$ cat src/rtl/aepd_pkg.sv
// Shared types and constants for the auto-exposure PD / latency test block.
// No dependencies.
`timescale 1ns / 1ps
package aepd_pkg;

   localparam int unsigned MEAN_W   = 15;
   localparam int unsigned EXP_W    = 32;
   localparam int unsigned GAIN_W   = 16;
   localparam int unsigned AVG_W    = 13;
   localparam int unsigned PHASE_W  = 3;
   localparam int unsigned CNT_W    = 6;   // frame count plus headroom for the increment
   localparam int unsigned FCNT_W   = 5;
   localparam int unsigned MCNT_W   = 16;
   localparam int unsigned NUM_W    = 30;  // n*avg + cnt*256
   localparam int unsigned DEN_W    = 17;
   localparam int unsigned DIV_STEPS = NUM_W;
   localparam int unsigned DCNT_W   = 5;
   localparam int unsigned PADDR_W  = 5;

   localparam int unsigned SETTLE_FRAMES_DEF  = 3;
   localparam int unsigned TIMEOUT_FRAMES_DEF = 20;

   localparam logic [EXP_W-1:0]  EXP_HIGH_RST   = 32'd10000;
   localparam logic [EXP_W-1:0]  EXP_INIT_RST   = 32'd10000;
   localparam logic [GAIN_W-1:0] P_GAIN_RST     = 16'd1;
   localparam logic [MEAN_W-1:0] TARGET_RST     = 15'd100;

   // test phases
   localparam logic [PHASE_W-1:0] PH_INIT      = 3'd0;
   localparam logic [PHASE_W-1:0] PH_SETTLE_LO = 3'd1;
   localparam logic [PHASE_W-1:0] PH_SETTLE_HI = 3'd2;
   localparam logic [PHASE_W-1:0] PH_MEAS_LO   = 3'd3;
   localparam logic [PHASE_W-1:0] PH_MEAS_HI   = 3'd4;

   // register byte addresses
   localparam logic [PADDR_W-1:0] REG_ENABLE    = 5'd0;
   localparam logic [PADDR_W-1:0] REG_TEST_MODE = 5'd4;
   localparam logic [PADDR_W-1:0] REG_P_GAIN    = 5'd8;
   localparam logic [PADDR_W-1:0] REG_D_GAIN    = 5'd12;
   localparam logic [PADDR_W-1:0] REG_TARGET    = 5'd16;
   localparam logic [PADDR_W-1:0] REG_EXP_LOW   = 5'd20;
   localparam logic [PADDR_W-1:0] REG_EXP_HIGH  = 5'd24;
   localparam logic [PADDR_W-1:0] REG_EXP_INIT  = 5'd28;

   typedef enum logic [2:0] {
      ST_IDLE,
      ST_PD_MUL,
      ST_PD_ADD,
      ST_TEST,
      ST_DIV,
      ST_DONE
   } state_type;

   typedef struct packed {
      logic load_mean;
      logic pd_mul;
      logic pd_add;
      logic test_step;
      logic div_step;
      logic div_last;
      logic out_load;
   } cmd_type;

   typedef struct packed {
      logic need_div;
   } status_type;

endpackage

$ cat src/rtl/auto_exposure_pd_with_latency_test_core.sv
// Top level of the auto-exposure PD controller with exposure latency test; uses aepd_pkg,
// aepd_ctrl and aepd_dpath.
// An accepted frame runs the PD multiply and add steps in PD mode, goes straight to
// the result when disabled, and in test mode runs a test step, then the 30-step divider
// when a measurement needs it. One frame at a time: a stalled result holds off the input.
// Reset (synchronous, active high) loads register defaults, exposure 10000, phase init.
`timescale 1ns / 1ps
module auto_exposure_pd_with_latency_test_core #(
   parameter int unsigned SETTLE_FRAMES  = aepd_pkg::SETTLE_FRAMES_DEF,
   parameter int unsigned TIMEOUT_FRAMES = aepd_pkg::TIMEOUT_FRAMES_DEF
) (
   input  logic                         clock,
   input  logic                         reset,
   // input stream
   input  logic                         req_tvalid,
   output logic                         req_tready,
   input  logic [15:0]                  req_tdata,  // [14:0] frame_mean
   // result stream
   output logic                         rsp_tvalid,
   input  logic                         rsp_tready,
   output logic [79:0]                  rsp_tdata,  // [31:0] exposure_value, [44:32]
                                                    // latency_avg, [47:45] test_phase,
                                                    // [62:48] level_low, [77:63] level_high
   output logic [1:0]                   rsp_tuser,  // [0] exposure_write, [1] latency_valid
   // configuration
   input  logic                         csr_psel,
   input  logic                         csr_penable,
   input  logic                         csr_pwrite,
   input  logic [aepd_pkg::PADDR_W-1:0] csr_paddr,
   input  logic [31:0]                  csr_pwdata,
   output logic [31:0]                  csr_prdata,
   output logic                         csr_pready
);
   import aepd_pkg::*;

   // register file
   logic              en_ff, tm_ff;
   logic [GAIN_W-1:0] pg_ff, dg_ff;
   logic [MEAN_W-1:0] tgt_ff;
   logic [EXP_W-1:0]  elo_ff, ehi_ff, einit_ff;
   logic              wr_en;

   assign csr_pready = 1'b1;
   assign wr_en = csr_psel && csr_penable && csr_pwrite;

   always_ff @(posedge clock) begin
      if (reset) begin
         en_ff    <= 1'b0;
         tm_ff    <= 1'b0;
         pg_ff    <= P_GAIN_RST;
         dg_ff    <= '0;
         tgt_ff   <= TARGET_RST;
         elo_ff   <= '0;
         ehi_ff   <= EXP_HIGH_RST;
         einit_ff <= EXP_INIT_RST;
      end else if (wr_en) begin
         case (csr_paddr)
            REG_ENABLE:    en_ff    <= csr_pwdata[0];
            REG_TEST_MODE: tm_ff    <= csr_pwdata[0];
            REG_P_GAIN:    pg_ff    <= csr_pwdata[GAIN_W-1:0];
            REG_D_GAIN:    dg_ff    <= csr_pwdata[GAIN_W-1:0];
            REG_TARGET:    tgt_ff   <= csr_pwdata[MEAN_W-1:0];
            REG_EXP_LOW:   elo_ff   <= csr_pwdata;
            REG_EXP_HIGH:  ehi_ff   <= csr_pwdata;
            REG_EXP_INIT:  einit_ff <= csr_pwdata;
            default: ;
         endcase
      end
   end

   always_comb begin
      case (csr_paddr)
         REG_ENABLE:    csr_prdata = {31'd0, en_ff};
         REG_TEST_MODE: csr_prdata = {31'd0, tm_ff};
         REG_P_GAIN:    csr_prdata = {16'd0, pg_ff};
         REG_D_GAIN:    csr_prdata = {16'd0, dg_ff};
         REG_TARGET:    csr_prdata = {17'd0, tgt_ff};
         REG_EXP_LOW:   csr_prdata = elo_ff;
         REG_EXP_HIGH:  csr_prdata = ehi_ff;
         REG_EXP_INIT:  csr_prdata = einit_ff;
         default:       csr_prdata = '0;
      endcase
   end

   // writing the start exposure also reloads the loop's exposure
   logic init_load;
   assign init_load = wr_en && (csr_paddr == REG_EXP_INIT);

   cmd_type    cmd;
   status_type status;

   aepd_ctrl u_ctrl (
      .clock      (clock),
      .reset      (reset),
      .enable     (en_ff),
      .test_mode  (tm_ff),
      .req_tvalid (req_tvalid),
      .req_tready (req_tready),
      .rsp_tvalid (rsp_tvalid),
      .rsp_tready (rsp_tready),
      .status     (status),
      .cmd        (cmd)
   );

   logic              o_wr, o_lv;
   logic [EXP_W-1:0]  o_val;
   logic [AVG_W-1:0]  o_avg;
   logic [PHASE_W-1:0] o_ph;
   logic [MEAN_W-1:0] o_lo, o_hi;

   aepd_dpath #(
      .SETTLE_FRAMES  (SETTLE_FRAMES),
      .TIMEOUT_FRAMES (TIMEOUT_FRAMES)
   ) u_dpath (
      .clock          (clock),
      .reset          (reset),
      .cmd            (cmd),
      .status         (status),
      .frame_mean     (req_tdata[MEAN_W-1:0]),
      .p_gain         (pg_ff),
      .d_gain         (dg_ff),
      .target_mean    (tgt_ff),
      .exposure_low   (elo_ff),
      .exposure_high  (ehi_ff),
      .init_load      (init_load),
      .init_value     (csr_pwdata),
      .exposure_write (o_wr),
      .exposure_value (o_val),
      .latency_valid  (o_lv),
      .latency_avg    (o_avg),
      .test_phase     (o_ph),
      .level_low      (o_lo),
      .level_high     (o_hi)
   );

   assign rsp_tdata = {2'b00, o_hi, o_lo, o_ph, o_avg, o_val};
   assign rsp_tuser = {o_lv, o_wr};

endmodule

$ cat src/rtl/aepd_ctrl.sv
// Sequencer for the auto-exposure block: handshakes and datapath commands.
// Depends on aepd_pkg.
`timescale 1ns / 1ps
module aepd_ctrl (
   input  logic                clock,
   input  logic                reset,
   input  logic                enable,
   input  logic                test_mode,
   input  logic                req_tvalid,
   output logic                req_tready,
   output logic                rsp_tvalid,
   input  logic                rsp_tready,
   input  aepd_pkg::status_type status,
   output aepd_pkg::cmd_type   cmd
);
   import aepd_pkg::*;

   state_type          state_ff, state_in;
   logic [DCNT_W-1:0]  dcnt_ff, dcnt_in;
   logic               ovalid_ff, ovalid_in;

   always_ff @(posedge clock) begin
      if (reset) begin
         state_ff  <= ST_IDLE;
         dcnt_ff   <= '0;
         ovalid_ff <= 1'b0;
      end else begin
         state_ff  <= state_in;
         dcnt_ff   <= dcnt_in;
         ovalid_ff <= ovalid_in;
      end
   end

   always_comb begin
      state_in  = state_ff;
      dcnt_in   = dcnt_ff;
      ovalid_in = ovalid_ff && !rsp_tready;
      cmd       = '0;
      req_tready = (state_ff == ST_IDLE);
      case (state_ff)
         ST_IDLE: begin
            if (req_tvalid) begin
               cmd.load_mean = 1'b1;
               if (enable && !test_mode) state_in = ST_PD_MUL;
               else if (enable)          state_in = ST_TEST;
               else                      state_in = ST_DONE;
            end
         end
         ST_PD_MUL: begin
            cmd.pd_mul = 1'b1;
            state_in   = ST_PD_ADD;
         end
         ST_PD_ADD: begin
            cmd.pd_add = 1'b1;
            state_in   = ST_DONE;
         end
         ST_TEST: begin
            cmd.test_step = 1'b1;
            dcnt_in       = '0;
            state_in      = status.need_div ? ST_DIV : ST_DONE;
         end
         ST_DIV: begin
            cmd.div_step = 1'b1;
            dcnt_in      = dcnt_ff + 1'b1;
            if (dcnt_ff == DCNT_W'(DIV_STEPS - 1)) begin
               cmd.div_last = 1'b1;
               state_in     = ST_DONE;
            end
         end
         ST_DONE: begin
            if (!ovalid_ff || rsp_tready) begin
               cmd.out_load = 1'b1;
               ovalid_in    = 1'b1;
               state_in     = ST_IDLE;
            end
         end
         default: state_in = ST_IDLE;
      endcase
   end

   assign rsp_tvalid = ovalid_ff;

   a_div_ends: assert property (@(posedge clock) disable iff (reset)
      (state_ff == ST_DIV && dcnt_ff == DCNT_W'(DIV_STEPS - 1)) |=> state_ff == ST_DONE)
      else $error("divider did not finish after its last step");
   a_accept_busy: assert property (@(posedge clock) disable iff (reset)
      (req_tvalid && req_tready) |=> state_ff != ST_IDLE)
      else $error("accepted transaction not processed");
   a_done_holds: assert property (@(posedge clock) disable iff (reset)
      (state_ff == ST_DONE && ovalid_ff && !rsp_tready) |=> state_ff == ST_DONE)
      else $error("result overwritten while output stalled");
   a_test_next: assert property (@(posedge clock) disable iff (reset)
      state_ff == ST_TEST |=> (state_ff == ST_DIV || state_ff == ST_DONE))
      else $error("bad exit from test step");

endmodule

$ cat src/rtl/aepd_dpath.sv
// Datapath: PD exposure loop, latency test state, restoring divider, result register.
// Depends on aepd_pkg; driven by aepd_ctrl commands.
`timescale 1ns / 1ps
module aepd_dpath #(
   parameter int unsigned SETTLE_FRAMES  = aepd_pkg::SETTLE_FRAMES_DEF,
   parameter int unsigned TIMEOUT_FRAMES = aepd_pkg::TIMEOUT_FRAMES_DEF
) (
   input  logic                          clock,
   input  logic                          reset,
   input  aepd_pkg::cmd_type             cmd,
   output aepd_pkg::status_type          status,
   input  logic [aepd_pkg::MEAN_W-1:0]   frame_mean,
   input  logic [aepd_pkg::GAIN_W-1:0]   p_gain,
   input  logic [aepd_pkg::GAIN_W-1:0]   d_gain,
   input  logic [aepd_pkg::MEAN_W-1:0]   target_mean,
   input  logic [aepd_pkg::EXP_W-1:0]    exposure_low,
   input  logic [aepd_pkg::EXP_W-1:0]    exposure_high,
   input  logic                          init_load,
   input  logic [aepd_pkg::EXP_W-1:0]    init_value,
   output logic                          exposure_write,
   output logic [aepd_pkg::EXP_W-1:0]    exposure_value,
   output logic                          latency_valid,
   output logic [aepd_pkg::AVG_W-1:0]    latency_avg,
   output logic [aepd_pkg::PHASE_W-1:0]  test_phase,
   output logic [aepd_pkg::MEAN_W-1:0]   level_low,
   output logic [aepd_pkg::MEAN_W-1:0]   level_high
);
   import aepd_pkg::*;

   // loop state
   logic [EXP_W-1:0]   exp_ff;
   logic [MEAN_W-1:0]  prev_ff, mean_ff, low_ff, high_ff;
   logic [PHASE_W-1:0] phase_ff;
   logic [1:0]         sr_ff;
   logic [FCNT_W-1:0]  fcnt_ff;
   logic [MCNT_W-1:0]  mcnt_ff;
   logic [AVG_W-1:0]   avg_ff;
   // working registers
   logic signed [2*GAIN_W-1:0] pc_ff, dc_ff;
   logic               wr_ff, lv_ff;
   logic [EXP_W-1:0]   val_ff;
   logic [NUM_W-1:0]   q_ff, q_in;
   logic [DEN_W-1:0]   den_ff, rem_ff, rem_in;
   // result register
   logic               o_wr_ff, o_lv_ff;
   logic [EXP_W-1:0]   o_val_ff;
   logic [AVG_W-1:0]   o_avg_ff;
   logic [PHASE_W-1:0] o_ph_ff;
   logic [MEAN_W-1:0]  o_lo_ff, o_hi_ff;

   // PD terms
   logic [MEAN_W-1:0]          prev_eff;
   logic signed [GAIN_W-1:0]   err_p, err_d;
   logic signed [2*GAIN_W:0]   corr_wide;
   logic signed [EXP_W-1:0]    corr;
   logic signed [EXP_W+1:0]    e_wide;
   logic [EXP_W-1:0]           e_sat;

   assign prev_eff = (prev_ff == '0) ? mean_ff : prev_ff;
   assign err_p = $signed({1'b0, target_mean}) - $signed({1'b0, mean_ff});
   assign err_d = $signed({1'b0, mean_ff}) - $signed({1'b0, prev_eff});
   assign corr_wide = (2*GAIN_W+1)'(pc_ff) + (2*GAIN_W+1)'(dc_ff);

   always_comb begin
      if (corr_wide[2*GAIN_W] != corr_wide[2*GAIN_W-1])
         corr = corr_wide[2*GAIN_W] ? {1'b1, {(EXP_W-1){1'b0}}} : {1'b0, {(EXP_W-1){1'b1}}};
      else
         corr = corr_wide[EXP_W-1:0];
      e_wide = $signed({2'b00, exp_ff}) + $signed({{2{corr[EXP_W-1]}}, corr});
      if (e_wide[EXP_W+1])    e_sat = '0;
      else if (e_wide[EXP_W]) e_sat = '1;
      else                    e_sat = e_wide[EXP_W-1:0];
   end

   // latency test step
   logic [CNT_W-1:0]   cnt;
   logic [PHASE_W-1:0] t_phase;
   logic [MEAN_W-1:0]  t_low, t_high, lvl, mean_diff;
   logic [1:0]         t_sr;
   logic               t_wr, t_lv, t_clr_mcnt, near;
   logic [EXP_W-1:0]   t_val;
   logic [MEAN_W+3:0]  diff_x10;
   logic [MEAN_W:0]    lvl_p10;

   assign lvl       = (phase_ff == PH_MEAS_LO) ? low_ff : high_ff;
   assign mean_diff = (mean_ff > lvl) ? mean_ff - lvl : lvl - mean_ff;
   assign diff_x10  = (MEAN_W+4)'(mean_diff) * (MEAN_W+4)'(10);
   assign lvl_p10   = (MEAN_W+1)'(lvl) + (MEAN_W+1)'(10);
   assign near      = diff_x10 < (MEAN_W+4)'(lvl_p10);
   assign status.need_div = near && (phase_ff == PH_MEAS_LO || phase_ff == PH_MEAS_HI);

   always_comb begin
      cnt        = CNT_W'(fcnt_ff);
      t_phase    = phase_ff;
      t_low      = low_ff;
      t_high     = high_ff;
      t_sr       = sr_ff;
      t_wr       = 1'b0;
      t_lv       = 1'b0;
      t_val      = '0;
      t_clr_mcnt = 1'b0;
      case (phase_ff)
         PH_SETTLE_LO: begin
            if (mean_ff < low_ff) begin
               t_low = mean_ff; cnt = '0;
            end else cnt = cnt + 1'b1;
            if (cnt == CNT_W'(SETTLE_FRAMES)) begin
               cnt = '0; t_high = mean_ff; t_wr = 1'b1;
               t_val = exposure_high; t_phase = PH_SETTLE_HI;
            end
         end
         PH_SETTLE_HI: begin
            if (mean_ff > high_ff) begin
               t_high = mean_ff; cnt = '0;
            end else cnt = cnt + 1'b1;
            if (cnt == CNT_W'(SETTLE_FRAMES)) begin
               cnt = '0; t_wr = 1'b1; t_val = exposure_low;
               t_sr = sr_ff + 1'b1;
               if (t_sr < 2'd2) begin
                  t_low = mean_ff; t_phase = PH_SETTLE_LO;
               end else t_phase = PH_MEAS_LO;
            end
         end
         PH_MEAS_LO, PH_MEAS_HI: begin
            if (near) begin
               t_lv = 1'b1; cnt = '0; t_wr = 1'b1;
               t_val   = (phase_ff == PH_MEAS_LO) ? exposure_high : exposure_low;
               t_phase = (phase_ff == PH_MEAS_LO) ? PH_MEAS_HI : PH_MEAS_LO;
            end else cnt = cnt + 1'b1;
         end
         default: begin
            t_sr = '0; cnt = '0; t_clr_mcnt = 1'b1;
            t_low = mean_ff; t_high = mean_ff;
            t_wr = 1'b1; t_val = exposure_high; t_phase = PH_SETTLE_HI;
         end
      endcase
      if (cnt > CNT_W'(TIMEOUT_FRAMES)) t_phase = PH_INIT;
   end

   // divider step
   logic [DEN_W:0] rem_try;
   always_comb begin
      rem_try = {rem_ff, q_ff[NUM_W-1]};
      if (rem_try >= {1'b0, den_ff}) begin
         rem_in = DEN_W'(rem_try - {1'b0, den_ff});
         q_in   = {q_ff[NUM_W-2:0], 1'b1};
      end else begin
         rem_in = rem_try[DEN_W-1:0];
         q_in   = {q_ff[NUM_W-2:0], 1'b0};
      end
   end

   always_ff @(posedge clock) begin
      if (reset) begin
         exp_ff   <= EXP_INIT_RST;
         prev_ff  <= '0;
         phase_ff <= PH_INIT;
         sr_ff    <= '0;
         fcnt_ff  <= '0;
         mcnt_ff  <= '0;
         low_ff   <= '0;
         high_ff  <= '0;
         avg_ff   <= '0;
      end else begin
         if (init_load) begin
            exp_ff  <= init_value;
            prev_ff <= '0;
         end
         if (cmd.pd_mul) prev_ff <= mean_ff;
         if (cmd.pd_add) exp_ff  <= e_sat;
         if (cmd.test_step) begin
            phase_ff <= t_phase;
            low_ff   <= t_low;
            high_ff  <= t_high;
            sr_ff    <= t_sr;
            fcnt_ff  <= (cnt > CNT_W'(31)) ? '1 : cnt[FCNT_W-1:0];
            if (t_clr_mcnt)          mcnt_ff <= '0;
            else if (t_lv && mcnt_ff != '1) mcnt_ff <= mcnt_ff + 1'b1;
         end
         if (cmd.div_last) avg_ff <= q_in[AVG_W-1:0];
      end
   end

   always_ff @(posedge clock) begin
      if (cmd.load_mean) begin
         mean_ff <= frame_mean;
         wr_ff   <= 1'b0;
         lv_ff   <= 1'b0;
         val_ff  <= '0;
      end
      if (cmd.pd_mul) begin
         pc_ff <= (2*GAIN_W)'(err_p) * (2*GAIN_W)'($signed(p_gain));
         dc_ff <= (2*GAIN_W)'(err_d) * (2*GAIN_W)'($signed(d_gain));
      end
      if (cmd.pd_add) begin
         wr_ff  <= 1'b1;
         val_ff <= e_sat;
      end
      if (cmd.test_step) begin
         wr_ff  <= t_wr;
         lv_ff  <= t_lv;
         val_ff <= t_val;
         q_ff   <= NUM_W'(mcnt_ff) * NUM_W'(avg_ff) + NUM_W'({fcnt_ff, 8'd0});
         den_ff <= DEN_W'(mcnt_ff) + 1'b1;
         rem_ff <= '0;
      end
      if (cmd.div_step) begin
         q_ff   <= q_in;
         rem_ff <= rem_in;
      end
      if (cmd.out_load) begin
         o_wr_ff  <= wr_ff;
         o_lv_ff  <= lv_ff;
         o_val_ff <= val_ff;
         o_avg_ff <= avg_ff;
         o_ph_ff  <= phase_ff;
         o_lo_ff  <= low_ff;
         o_hi_ff  <= high_ff;
      end
   end

   assign exposure_write = o_wr_ff;
   assign exposure_value = o_val_ff;
   assign latency_valid  = o_lv_ff;
   assign latency_avg    = o_avg_ff;
   assign test_phase     = o_ph_ff;
   assign level_low      = o_lo_ff;
   assign level_high     = o_hi_ff;

endmodule
$ cat config.mk
export PLATFORM = sky130hd
export DESIGN_NAME = auto_exposure_pd_with_latency_test_core
export DESIGN_NICKNAME = d
export VERILOG_FILES = /design/src/rtl/aepd_pkg.sv /design/src/rtl/auto_exposure_pd_with_latency_test_core.sv /design/src/rtl/aepd_ctrl.sv /design/src/rtl/aepd_dpath.sv
export SDC_FILE = /design/constraint.sdc
export NUM_CORES = 2
export LEC_CHECK = 0
export CAP_MARGIN = 10
export CORE_ASPECT_RATIO = 1.5
export CORE_MARGIN = 5
export CORE_UTILIZATION = 30
export CTS_CLUSTER_SIZE = 16
export DETAILED_ROUTE_END_ITERATION = 8
export DONT_BUFFER_PORTS = 1
export PLACE_DENSITY = 0.53
export SLEW_MARGIN = 15
export SYNTH_ARGS = -nofsm -noshare
export SYNTH_HDL_FRONTEND = slang
export SYNTH_SLANG_ARGS = --single-unit
$ cat constraint.sdc
create_clock -name clock -period 8.2 [get_ports clock]
set_clock_uncertainty 0.1 [all_clocks]
set_input_delay 0.82 -clock clock [delete_from_list [all_inputs] [get_ports clock]]
set_output_delay 0.82 -clock clock [all_outputs]
set_load 0.05 [all_outputs]
==> flow_summary.toml <==
[outcome]
violations = "setup timing"
status = "finished, violations left"

[die]
core_sq_um = 183000
ios = 177
dieWidth_um = 360
die_h_um = 535
die-area_sq_um = 193000
initial_core_util_pct = 30.2
num_rows = 192

[layout]
drive_above_1_share_pct = 14.3
fin_nets = 7572
fin_util_pct = 35.4
mostFrequentLayoutCells = "nand2_1, inv_1, fa_1"
syn_to_final_growth_pct = 17.3
finalInstanceArea_sq_um = 64600
final_cells = 8836
final_common_cell = "nand2_1"

[drt]
final_antenna_net_count = 0
drtIter0Drc = 2913
vias = 43970
avgViaCountPerCell = 4.98
first_pass_iters = 6
wl_mm = 180
wl_per_cell_um = 20.4
drc = 0

[critical_path]
critPathArrivalTime_ns = 8.90
path_delay_family = "adder cells"
end_kind = "flip-flop"
crit_required_ns = 8.51
crit_buf_inv = 5
worst-setup-path-type = "flip-flop to flip-flop"
crit_path_start_kind = "flip-flop"
slowest_delay_ns = 0.57
cpMostUsedCell = "fa_1"
cp_slowest_cell = "fa_1"
cp_max_fo = 4

[sta]
rsz0062_at_grt = "yes"
setup_viol = 16
slew_violations = 0
fmax_ghz = 0.116
fin_crit_sh_pct = 105
layout_setup_ws_ns = -0.385
worst_pin_slew_ns = 1.11
fin_crit_ns = 8.59
slew_headroom_pct = 25.6
hold_violations = 0
tns_ns = -2.59

[global_routing]
grt_start_max_net_pins = 270
grt_pass1_vias = 46562
grt-ovfl-total = 0
grt_first_pass_wirelength_mm = 276
grt.total_usage_pct = 18.4
grt_antenna_before_repair = 17

[placed_design]
place.gp.congestion = 0.906
dp_slack_ns = -0.814
numPlacedInstances = 8662
placedInstanceArea_sq_um = 61000
io_buffers = 0
hpwlAfterDp_mm = 146

[yosys]
ys_types = 82
synth_edf_count = 257
avgSynthCellArea_sq_um = 9.08
synthTopCellsByArea = "fa_1, edfxtp_1, ha_1, dfxtp_1, nand2_1"
async_flop_share_pct = 0
ys_ff_latch = 527
synth_warnings = 0
synth_cells = 6070
syn-cell-area_sq_um = 55100
synth_ff_type = "dfxtp_1"
synth_top_area_share_pct = 25.1
ys_seq_area_share_pct = 23.8
synth_top_area_cell = "fa_1"

[clock_tree]
htree_levels = 2
cts_tree = "yes"
clock_latency_ns = 0.69
numCtsBuffers = 57
cts_root_buf = "clkbuf_16"
clkSinkCount = 527
clkTransAtPathRegs_ns = 0.06
clk_path_buf_depth = 3

[power]
power_leakage_uw = 0.0285
pwr_density_cell_nw_per_um2 = 156
peakVddDrop_v = 0.000196

[hold_path]
hp-class = "primary input to flip-flop"

[flow_run]
max-cap-violations = 0
## flip-flops by register name, summed over array words and instances, names as in the netlist, 13 cells and up
signal / cells
u_dpath.level_low: 15
u_dpath.pc_ff: 32
ehi_ff: 32
u_dpath.rem_ff: 17
einit_ff: 32
u_dpath.val_ff: 32
elo_ff: 32
u_dpath.level_high: 15
dg_ff: 16
u_dpath.mean_ff: 15
u_dpath.den_ff: 17
u_dpath.exp_ff: 32
u_dpath.mcnt_ff: 16
u_dpath.low_ff: 15
u_dpath.prev_ff: 15
pg_ff: 16
u_dpath.dc_ff: 32
tgt_ff: 15
u_dpath.avg_ff: 13
u_dpath.high_ff: 15
u_dpath.latency_avg: 13
u_dpath.exposure_value: 32
u_dpath.q_ff: 30
## per-layer routing
layer | vias to the layer above | wire, um | global-route usage [%] | part of all wire (%)
met5 | - | 70 | 0 | 0.039
met4 | 10 | 12400 | 10.3 | 6.9
met3 | 366 | 11000 | 3.78 | 6.1
met2 | 1164 | 91900 | 33.5 | 51
met1 | 22111 | 64900 | 19.9 | 36
li1 | 20319 | - | - | -
## synth_stat cells (all sizes together), types with 21 or more instances
library cell	number
a211oi	33
nor2b	65
a31oi	28
nor3	59
a22oi	48
or3	22
a21oi	429
inv	856
a221o	28
xnor2	148
nand2	937
o21bai	31
mux2i	51
buf	25
nand2b	60
nand4	25
nand3	81
nor4	21
a21o	99
nor2	279
o21ai	178
o21a	33
dfxtp	270
xor2	84
fa	691
ha	472
and3	35
edfxtp	257
and2	246
clkbuf	271
## what timing repair did
action                                  in CTS  in global routing
setup buffers                               34                 28
hold buffers                                 0                  0
gates cloned                                 0                  2
pin swaps                                  136                132
endpoints found under the setup margin      51                107
resized for setup                          122                168
## worst paths after layout
check / from / endpoint / slack, ns / cells past startpoint
setup / recovery: u_dpath.prev_ff[5] / u_dpath.dc_ff[31] / -0.39 / 36
hold / removal: reset / u_dpath.avg_ff[6] / 0.12 / 1
setup reg to reg: u_dpath.prev_ff[5] / u_dpath.dc_ff[31] / -0.39 / 36
hold reg to reg: u_dpath.val_ff[15] / u_dpath.exposure_value[15] / 0.32 / 0
## through the flow
stage	power [uW]	hold slack (ns)
floorplan	5550	0.300
global route	10700	0.103
global placement	6960	0.303
detailed placement	7010	0.305
finish	10100	0.118
CTS	10000	0.0899
## layout make-up
cell class | instances | area, sq um
Antenna cell | 13 | 32.5
Clock buffer | 64 | 1470
Clock inverter | 44 | 445
Fill cell | 18731 | 118000
Inverter | 856 | 3210
Multi-Input combinational cell | 4392 | 39100
Sequential cell | 527 | 13100
Tap cell | 2425 | 3030
Timing Repair Buffer | 515 | 4190
## report_power, final
part           internal, uW  switching [uW]
logic                  1860            2450
clock network          1470            1240
registers              2940             140
## cell families after synthesis
family          after synthesis  share of synthesized area [%]
xor+xnor                    232                           3.70
flops                       527                           23.8
other cells                   2                         0.0136
fa+ha+maj                  1163                           35.8
compound gates             1061                           12.1
simple gates               1876                           15.6
buf+inv                    1152                           7.90
mux                          57                           1.06
Power figures use the tool's default switching activity.
